**src/sv/stv_queue.sv**
```systemverilog
// Two-entry register queue used on the input and result sides.
// Generic over payload width; no package dependency.
module stv_queue #(
    parameter int WIDTH = 8
) (
    input  logic             clk,
    input  logic             rst_n,
    input  logic             push,
    output logic             full,
    input  logic [WIDTH-1:0] din,
    input  logic             pop,
    output logic             empty,
    output logic [WIDTH-1:0] dout
);

    logic [WIDTH-1:0] data_reg [2];
    logic             wr_ptr_reg, wr_ptr_next;
    logic             rd_ptr_reg, rd_ptr_next;
    logic [1:0]       cnt_reg, cnt_next;
    logic             do_push, do_pop;

    assign full    = (cnt_reg == 2'd2);
    assign empty   = (cnt_reg == 2'd0);
    assign do_push = push && !full;
    assign do_pop  = pop && !empty;
    assign dout    = data_reg[rd_ptr_reg];

    always_comb
    begin
        wr_ptr_next = do_push ? ~wr_ptr_reg : wr_ptr_reg;
        rd_ptr_next = do_pop ? ~rd_ptr_reg : rd_ptr_reg;
        cnt_next    = cnt_reg;
        if (do_push && !do_pop)
        begin
            cnt_next = cnt_reg + 2'd1;
        end
        else if (do_pop && !do_push)
        begin
            cnt_next = cnt_reg - 2'd1;
        end
    end

    always_ff @(posedge clk or negedge rst_n)
    begin
        if (!rst_n)
        begin
            wr_ptr_reg <= 1'b0;
            rd_ptr_reg <= 1'b0;
            cnt_reg    <= 2'd0;
        end
        else
        begin
            wr_ptr_reg <= wr_ptr_next;
            rd_ptr_reg <= rd_ptr_next;
            cnt_reg    <= cnt_next;
        end
    end

    always_ff @(posedge clk)
    begin
        if (do_push)
        begin
            data_reg[wr_ptr_reg] <= din;
        end
    end

endmodule

```
**config.mk**
```make
export PLATFORM = sky130hd
export DESIGN_NAME = stv_queue
export DESIGN_NICKNAME = d
export VERILOG_FILES = /design/src/sv/stv_queue.sv
export SDC_FILE = /design/constraint.sdc
export NUM_CORES = 1
export LEC_CHECK = 0
export BUFFER_PORTS_ARGS = -buffer_cell sky130_fd_sc_hd__buf_4
export CAP_MARGIN = 20
export CELL_PAD_IN_SITES_DETAIL_PLACEMENT = 0
export CELL_PAD_IN_SITES_GLOBAL_PLACEMENT = 1
export CORE_MARGIN = 1
export CORE_UTILIZATION = 40
export DETAILED_ROUTE_END_ITERATION = 8
export PLACE_DENSITY = 0.72
export SYNTH_ARGS = -nofsm -noshare
export SYNTH_HDL_FRONTEND = slang
export SYNTH_SLANG_ARGS = --single-unit
```
**constraint.sdc**
```tcl
create_clock -name clk -period 2.1 [get_ports clk]
set_clock_uncertainty 0.2 [all_clocks]
set_input_delay 0.105 -clock clk [delete_from_list [all_inputs] [get_ports clk]]
set_output_delay 0.105 -clock clk [all_outputs]
set_load 0.02 [all_outputs]
```
==> run_results.csv, run 1 <==
group,metric,value,unit
final_layout,multi_input_area,189,um2
global_routing,overflow,0,
pwr,p_per_area,1250,nW/um2
cts,cts.sinks,20,
logic_synthesis,yosysTopAreaCellShare,0.614,
cts,cts_root_buffer,"clkbuf_4",
detailed_routing,vias,480,
sta,finalSetupViolCount,0,
logic_synthesis,yosys_warnings,0,
logic_synthesis,netlist_area,782,um2
final_layout,ff_latch_area,581,um2
worst_hold_path,hold_start,"wr_ptr_reg",
final_layout,finalNetCount,95,
final_layout,final_cell_mix,"buf_4, edfxtp_1, dlygate4sd3_1",
die,initial_core_util,0.439,
final_layout,final_common_cell,"buf_4",
final_layout,nFillCells,140,
die,ios,22,
die,chipHeight,46.2,um
logic_synthesis,synth.area.top_cells,"edfxtp_1, dfrtp_1, mux2_1",
worst_setup_path,cp_slowest_cell,"dfrtp_1",
sta,worstMarginPinSlew,0.405,ns
logic_synthesis,synth_cell_types,15,
placed_design,gp_congestion,0.647,
detailed_routing,antenna_left,0,
detailed_routing,drcViolationCount,0,
sta,period_share,0.825,
global_routing,grt_max_degree,12,
sta,period_minus_slack,1.73,ns
worst_setup_path,cp_cell_sequence,"mux2_2 -> buf_4",
final_layout,drive_gt1_frac,0.370,
worst_setup_path,r2r_slack,0.40,ns
worst_setup_path,rr_worst_depth,6,
worst_setup_path,crit_family,"flip-flops",
detailed_routing,via_per_inst,4.53,
logic_synthesis,syn_nets,57,
die,rows,15,
cts,cts-resized-gates,0,
logic_synthesis,synth_top_area_cell,"edfxtp_1",
worst_hold_path,hp-class,"reg2reg",
worst_setup_path,arrival,1.43,ns
placed_design,place_inst,90,
final_layout,largest_reg_flops,16,
final_layout,instances_no_fill,106,
outcome,status,"finished clean",
worst_setup_path,critPathLaunchType,"flip-flop",
worst_setup_path,reg2reg_to,"cnt_reg[1]",
detailed_routing,wirelength,1230,um
detailed_routing,drt-initial-drc-count,2,
sta,relSlewSlack,0.730,
cts,insertion_delay,0.29,ns
die,coreArea,1780,um2
worst_setup_path,end_kind,"output pin",
worst_setup_path,rr_startpoint,"cnt_reg[0]",
worst_setup_path,critical_path_depth,2,
detailed_routing,dr.pass1.iters,2,
logic_synthesis,yosys_register_bits,20,
worst_setup_path,crit_buf_inv,1,
global_routing,track_usage,0.140,
placed_design,place_area,973,um2
worst_setup_path,crit_type,"reg2out",
worst_setup_path,critical_path.max_stage_delay,0.60,ns
cts,cts_made_buffers,3,
die,die_area,2140,um2
logic_synthesis,netlist_instances,44,
worst_setup_path,worstPathRequired,1.79,ns
final_layout,insertedDiodeCount,0,
sta,slew_violations,0,
cts,clk_pin_slew,0.11,ns
pwr,ir_drop,0.706,mV
detailed_routing,avgRoutedWirePerCell,11.6,um
sta,tns,0,ns
placed_design,place_hpwl,802,um
flow_run,max_cap_viol_count,0,
die,die_w,46.2,um
pwr,p_leak,0.468,nW
worst_setup_path,crit_fanout,9,
cts,cts_tree,"yes",
logic_synthesis,postSynthAreaPerCell,17.8,um2
cts,clock_path_buffers,2,
global_routing,grt_first_pass_wirelength,2030,um
sta,fmax,577,MHz
cts,h-tree-depth,1,
sta,rsz0062_at_grt,"no",
worst_hold_path,hold_path_depth,1,
worst_hold_path,hold_end,"wr_ptr_reg",
sta,final-hold-violation-count,0,
final_layout,finalInstanceArea,1130,um2
placed_design,portBuffers,21,
logic_synthesis,ys_seq_area_frac,0.742,
global_routing,grt_pass1_vias,492,
final_layout,area_delta_synth_final,44.5,%
global_routing,antenna_found_initial,0,
cell usage after synthesis:
library cell / number
inv_1: 2
xnor2_2: 1
nand2b_1: 1
xnor2_1: 2
mux2_2: 2
dfrtp_1: 4
nand2_2: 1
edfxtp_1: 16
buf_2: 1
and3_1: 1
mux2_1: 6
ha_1: 1
nor2_1: 3
o21ai_1: 1
xor2_1: 2
worst register-to-register path, stage by stage, from the launching register on:
cell      delay [ns]
dfrtp_1         0.45
nand2b_1        0.21
nand2_2         0.12
inv_1           0.05
ha_1            0.31
nor2_1          0.13
xor2_1          0.16
cell families after synthesis:
kind of cell / after synthesis / share of synthesized area
compound gates: 1 / 0.00639
xor+xnor: 5 / 0.0656
fa+ha+maj: 1 / 0.0160
buf+inv: 3 / 0.0160
flops: 20 / 0.742
mux: 8 / 0.115
simple gates: 6 / 0.0384
report_power, final:
part	internal [W]	switching [W]	total (W)
Combinational	0.000281	0.000274	0.000555
Sequential	0.000554	0.0000880	0.000642
Clock	0.000105	0.000106	0.000212
Total	0.000940	0.000468	0.00141
layout make-up:
type / count / area share
clock buffer: 4 / 0.0321
inverter: 2 / 0.00664
multi-input combinational: 21 / 0.167
sequential: 20 / 0.514
tap: 25 / 0.0277
timing repair buffer: 34 / 0.252
timing repair:
| action | 4_1_cts | 5_1_grt |
|---|---|---|
| setup buffers | 0 | 0 |
| hold buffers | 12 | 0 |
| hold endpoints to repair | 22 | 0 |
through the flow:
stage,total power (W),worst slack (ns),hold slack [ns],util
5_1_grt,0.00150,0.275,0.334,0.634
3_3_place_gp,0.00119,0.430,-0.297,0.546
2_1_floorplan,0.000986,0.508,-0.391,-
6_report,0.00141,0.368,0.326,0.634
4_1_cts,0.00142,0.337,0.329,0.634
3_5_place_dp,0.00120,0.398,-0.295,0.546
routing by layer:
layer / wire [um] / global-route usage / part of all wire
met5: 0 / 0 / 0
met4: 14 / 0.0529 / 0.011
met3: 68 / 0.0392 / 0.055
met2: 636 / 0.242 / 0.52
met1: 509 / 0.162 / 0.41
worst max path at each step:
stage / start / endpoint
2_1_floorplan: cnt_reg[0] / data_reg[0][0]
3_3_place_gp: cnt_reg[0] / cnt_reg[1]
3_5_place_dp: cnt_reg[0] / cnt_reg[1]
4_1_cts: rd_ptr_reg / dout[7]
5_1_grt: rd_ptr_reg / dout[5]
6_report: rd_ptr_reg / dout[7]
Note: power is estimated with default switching activity, not from simulation.
==> inputs of run 2 (changes only) <==
- ABC_AREA: not set -> 1
- CORE_UTILIZATION: 40 -> 34
- PLACE_DENSITY: 0.72 -> 0.68
- clock period: 2.1 -> 1.4 ns (I/O delays scaled with it)
==> run 2 against run 1 <==
Compared with the run above:
- the flow now finishes with violations (setup timing)
- via count is 36% higher
- largest power group is now combinational cells
- largest cell class unchanged
- die area increased by 21%
- hold slack lost 0.034 ns
- highest routed layer unchanged
- final area increased by 23%
==> run_results.csv, run 2 <==
group,metric,value,unit
outcome,status,"finished with violations",
outcome,violations,"setup timing",
worst_setup_path,worstPathRequired,1.39,ns
sta,fmax,684,MHz
logic_synthesis,yosys_register_bits,20,
logic_synthesis,synth.most_common_cell,"nand2_1",
pwr,power_frac_seq,0.344,
logic_synthesis,synth_ff_type,"edfxtp_1",
cts,insertion_delay,0.29,ns
global_routing,antenna_found_initial,0,
placed_design,place_area,1040,um2
logic_synthesis,yosysTopAreaCellShare,0.594,
cts,cts_made_buffers,3,
cts,cts.sinks,20,
placed_design,place_hpwl,1020,um
detailed_routing,via_per_inst,4.42,
die,rows,17,
die,die_area,2580,um2
die,initial_core_util,0.362,
logic_synthesis,async_flop_share,0.200,
global_routing,track_usage,0.148,
worst_setup_path,rr_worst_depth,8,
final_layout,largest_reg_flops,16,
worst_hold_path,hold_path_depth,2,
die,coreArea,2230,um2
cts,h-tree-depth,1,
final_layout,finalNetCount,134,
final_layout,finalInstanceArea,1390,um2
global_routing,overflow,0,
final_layout,instances_no_fill,148,
logic_synthesis,ys_top_cells_by_count,"nand2_1, edfxtp_1, inv_1, dfrtp_1",
pwr,ir_drop,1.07,mV
pwr,p_per_area,2010,nW/um2
logic_synthesis,synth_edf_count,16,
logic_synthesis,netlist_instances,73,
sta,period_share,1.04,
worst_setup_path,rr_startpoint,"cnt_reg[1]",
flow_run,max_cap_viol_count,0,
sta,whs,0.292,ns
worst_setup_path,r2r_slack,-0.06,ns
logic_synthesis,postSynthAreaPerCell,11.1,um2
detailed_routing,wirelength,1660,um
pwr,p_clk_frac,0.098,
global_routing,grt_max_degree,12,
pwr,sw_frac_of_total,0.387,
sta,relSlewSlack,0.808,
pwr,comb_power_share,0.558,
global_routing,grt_first_pass_wirelength,2730,um
sta,rsz0062_at_grt,"yes",
die,ios,22,
placed_design,gp_congestion,0.743,
detailed_routing,dr.pass1.iters,4,
detailed_routing,drt-initial-drc-count,4,
detailed_routing,antenna_left,0,
logic_synthesis,synth_top_area_cell,"edfxtp_1",
logic_synthesis,synth_cell_types,14,
logic_synthesis,ys_seq_area_frac,0.717,
detailed_routing,drcViolationCount,0,
sta,fin_ws,-0.0620,ns
worst_setup_path,end_kind,"flip-flop",
pwr,cellInternalPower,0.00171,W
worst_setup_path,crit_type,"reg2reg",
final_layout,drive_gt1_frac,0.558,
die,chipHeight,50.8,um
final_layout,insertedDiodeCount,0,
worst_setup_path,critPathLaunchType,"flip-flop",
sta,finalSetupViolCount,25,
final_layout,final_common_cell,"buf_4",
global_routing,grt_pass1_vias,642,
sta,final-hold-violation-count,0,
pwr,p_sw,0.00108,W
logic_synthesis,synth.area.top_cells,"edfxtp_1, nand2_1, dfrtp_1",
placed_design,place_inst,125,
detailed_routing,avgRoutedWirePerCell,11.2,um
sta,worstMarginPinSlew,0.285,ns
worst_setup_path,crit_fanout,3,
logic_synthesis,syn_nets,86,
cts,clk_pin_slew,0.10,ns
cts,clock_path_buffers,2,
logic_synthesis,netlist_area,810,um2
detailed_routing,vias,654,
sta,slew_violations,0,
cts,cts_tree,"yes",
die,die_w,50.8,um
cts,cts_root_buffer,"clkbuf_4",
worst_hold_path,hp-class,"reg2reg",
final_layout,nFillCells,176,
worst_setup_path,reg2reg_to,"cnt_reg[1]",
pwr,p_leak,0.609,nW
final_layout,area_delta_synth_final,71.1,%
placed_design,portBuffers,21,
final_layout,final_cell_mix,"buf_4, nand2_2, edfxtp_1",
worst_hold_path,hold_end,"wr_ptr_reg",
worst_hold_path,hold_start,"wr_ptr_reg",
sta,period_minus_slack,1.46,ns
worst_setup_path,arrival,1.45,ns
logic_synthesis,yosys_warnings,0,
run 2: metrics by stage:
step                 util  total power [W]  setup slack [ns]  TNS, ns
finish              0.620          0.00279           -0.0620   -0.656
global route        0.620          0.00298            -0.121    -2.71
CTS                 0.585          0.00261           -0.0819  -0.0945
detailed placement  0.464          0.00198            -0.134    -1.52
global placement    0.464          0.00197            -0.138    -1.22
floorplan               -          0.00154           -0.0931  -0.0995
run 2: critical path: stages (launching register included):
cell and delay, ns:
dfrtp_1 0.43, inv_2 0.10, nor2_4 0.05, nor2_4 0.13
ha_4 0.22, inv_2 0.06, nand3_2 0.05, nand2_1 0.07
nand2_1 0.05
run 2: cell type report:
type | count | area, um2 | area share
tap | 28 | 35.0 | 0.0253
clock buffer | 4 | 26.3 | 0.0190
inverter | 8 | 37.5 | 0.0271
timing repair buffer | 43 | 407 | 0.294
timing repair inverter | 1 | 6.26 | 0.00452
sequential | 20 | 583 | 0.421
multi-input combinational | 44 | 290 | 0.210
run 2: worst max-delay path by stage:
stage	startpoint	endpoint
after floorplan	cnt_reg[1]	cnt_reg[1]
after global placement	cnt_reg[0]	cnt_reg[1]
after detailed placement	cnt_reg[0]	cnt_reg[1]
after CTS	cnt_reg[1]	cnt_reg[1]
after global routing	cnt_reg[1]	cnt_reg[1]
final	cnt_reg[1]	cnt_reg[1]
run 2: timing repair:
action,4_1_cts,5_1_grt
pin swaps,10,7
cloned,0,1
hold buffers,12,0
gates resized for setup,25,21
setup endpoints to repair,27,28
buffers inserted,5,1
hold endpoints to repair,22,0
run 2: cell families after synthesis:
| family | Yosys count | synth area share |
|---|---|---|
| flip-flops | 20 | 0.717 |
| AND/OR/NAND/NOR | 40 | 0.201 |
| buffers and inverters | 9 | 0.0433 |
| XOR/XNOR | 1 | 0.0108 |
| adder cells (fa/ha/maj) | 1 | 0.0155 |
| AO/OA/AOI/OAI | 2 | 0.0124 |
run 2: power groups by stage:
stage / combinational (W) / clock (W) / sequential [W]
final: 0.00156 / 0.000274 / 0.000959
after global placement: 0.00104 / 0 / 0.000930
after detailed placement: 0.00104 / 0 / 0.000933
after CTS: 0.00140 / 0.000286 / 0.000926
after floorplan: 0.000638 / 0 / 0.000907
after global routing: 0.00168 / 0.000314 / 0.000984
run 2: routing by layer:
layer	part of all wire	track usage	vias to the layer above
met4	0.0090	0.0694	0
met2	0.53	0.249	14
li1	-	-	330
met3	0.028	0.0273	2
met5	0	0	-
met1	0.43	0.183	308
==> inputs of run 3 (changes only) <==
- CORE_ASPECT_RATIO: not set -> 1.5
==> run 3 against run 2 <==
Compared with the run above:
- the run still ends with setup timing left
- clock power barely moved
- via count rose by 2.0%
- non-clock buffer count rose by 3
- final cell count fell by 2.0%
- core utilization rose by 1.5 points
- maximum frequency fell by 1.3%
- global-route usage fell by 2.0 points
- hold slack improved by 0.0028 ns
- final area rose by 2.3%
- power rose by 2.9%
- worst setup slack got worse by 0.019 ns
- combinational power rose by 4%
- critical path type unchanged
- largest cell class unchanged
==> run_results.csv, run 3 (same netlist as run 2, synthesis figures left out) <==
group,metric,value,unit
outcome,status,"finished with violations",
outcome,violations,"setup timing",
sta,whs,0.295,ns
placed_design,place_area,1040,um2
worst_setup_path,crit_buf_inv,2,
final_layout,drive_gt1_frac,0.566,
detailed_routing,wirelength,1640,um
final_layout,area_delta_synth_final,75.1,%
worst_setup_path,cp_common_cell,"nor2_4",
global_routing,track_usage,0.128,
sta,period_minus_slack,1.48,ns
detailed_routing,vias,667,
cts,h-tree-depth,1,
sta,rsz0062_at_grt,"yes",
die,chipHeight,61.8,um
final_layout,instances_no_fill,145,
final_layout,finalNetCount,136,
worst_setup_path,critical_path.max_stage_delay,0.44,ns
cts,cts_made_buffers,3,
cts,cts.sinks,20,
worst_setup_path,rr_worst_depth,6,
global_routing,grt_first_pass_wirelength,2480,um
cts,insertion_delay,0.29,ns
die,die_w,41.8,um
die,rows,21,
sta,slew_violations,0,
cts,cts_root_buffer,"clkbuf_4",
pwr,p_leak,0.641,nW
pwr,p_per_area,2020,nW/um2
worst_setup_path,r2r_slack,-0.08,ns
cts,clk_pin_slew,0.11,ns
detailed_routing,drt-initial-drc-count,11,
pwr,ir_drop,1.36,mV
detailed_routing,dr.pass1.iters,2,
worst_setup_path,crit_family,"flip-flops",
worst_hold_path,hold_end,"wr_ptr_reg",
worst_hold_path,hold_path_depth,2,
die,initial_core_util,0.362,
final_layout,insertedDiodeCount,0,
die,ios,22,
final_layout,final_cell_mix,"buf_4, edfxtp_1, nand2_1",
worst_hold_path,hold_start,"wr_ptr_reg",
sta,worstMarginPinSlew,0.226,ns
global_routing,grt_pass1_vias,583,
die,die_area,2580,um2
sta,period_share,1.06,
placed_design,gp_congestion,0.743,
flow_run,max_cap_viol_count,0,
worst_setup_path,crit_type,"reg2reg",
worst_setup_path,rr_startpoint,"cnt_reg[1]",
detailed_routing,antenna_left,0,
sta,fin_ws,-0.0812,ns
worst_setup_path,crit_fanout,4,
final_layout,final_common_cell,"buf_4",
placed_design,portBuffers,21,
worst_setup_path,cp_slowest_cell,"dfrtp_1",
worst_setup_path,reg2reg_to,"cnt_reg[0]",
die,coreArea,2230,um2
worst_setup_path,arrival,1.47,ns
sta,relSlewSlack,0.849,
worst_setup_path,critPathLaunchType,"flip-flop",
cts,cts_tree,"yes",
final_layout,utilization,0.635,
detailed_routing,avgRoutedWirePerCell,11.3,um
global_routing,antenna_found_initial,0,
global_routing,grt_max_degree,12,
detailed_routing,via_per_inst,4.60,
worst_hold_path,hp-class,"reg2reg",
global_routing,overflow,0,
final_layout,finalInstanceArea,1420,um2
placed_design,place_inst,122,
cts,clock_path_buffers,2,
placed_design,place_hpwl,1090,um
worst_setup_path,worstPathRequired,1.39,ns
sta,final-hold-violation-count,0,
sta,finalSetupViolCount,25,
worst_setup_path,cp_cell_sequence,"inv_2 -> nor2_4 -> nor2_4 -> ha_4 -> buf_4 -> xnor2_1",
sta,fmax,675,MHz
worst_setup_path,end_kind,"flip-flop",
detailed_routing,drcViolationCount,0,
final_layout,largest_reg_flops,16,
-- run 3: cell types whose count changed in the layout (fill, tap and decap cells not counted), sizes merged --
| cell | before | now |
|---|---|---|
| buf | 31 | 34 |
| inv | 8 | 7 |
-- run 3: worst reg2reg max path, stage by stage, from the launching register on --
cell     delay, ns
dfrtp_1       0.44
inv_2         0.11
nor2_4        0.05
nor2_4        0.13
ha_4          0.21
buf_4         0.13
xnor2_1       0.11
-- run 3: worst max path at each step --
stage          startpoint          to  slack, ns  depth (start not counted)
2_1_floorplan  cnt_reg[1]  cnt_reg[1]      -0.09                          8
3_3_place_gp   cnt_reg[0]  cnt_reg[1]      -0.16                          6
3_5_place_dp   cnt_reg[0]  cnt_reg[1]      -0.14                          6
4_1_cts        cnt_reg[0]  cnt_reg[1]      -0.11                          7
5_1_grt        cnt_reg[1]  cnt_reg[1]      -0.17                          8
6_report       cnt_reg[1]  cnt_reg[0]      -0.08                          6
-- run 3: through the flow --
stage / setup slack, ns / setup TNS [ns] / total power (W)
2_1_floorplan: -0.0931 / -0.0995 / 0.00154
3_3_place_gp: -0.156 / -1.13 / 0.00200
6_report: -0.0812 / -1.16 / 0.00287
5_1_grt: -0.171 / -3.00 / 0.00307
3_5_place_dp: -0.145 / -1.51 / 0.00201
4_1_cts: -0.106 / -0.565 / 0.00260
-- run 3: area by class of cell --
cell class / count / area [um2]
Clock buffer: 4 / 26.3
Fill cell: 194 / 816
Inverter: 8 / 37.5
Multi-Input combinational cell: 44 / 309
Sequential cell: 20 / 583
Tap cell: 23 / 28.8
Timing Repair Buffer: 46 / 433
-- run 3: what timing repair did --
item,CTS,global route
gates resized for setup,26,24
endpoints found under the setup margin,28,28
buffers inserted,3,4
pin swaps,12,6
hold buffers,11,1
endpoints found under the hold margin,22,1
-- run 3: layer usage --
metal / track usage / share of wire
met1: 0.147 / 0.37
met2: 0.246 / 0.60
met3: 0.0202 / 0.028
met4: 0.0415 / 0
met5: 0 / 0
-- run 3: where the power goes --
group	switching [W]	internal, W
registers	0.000126	0.000834
logic	0.000813	0.000820
clock network	0.000164	0.000111
total	0.00110	0.00177
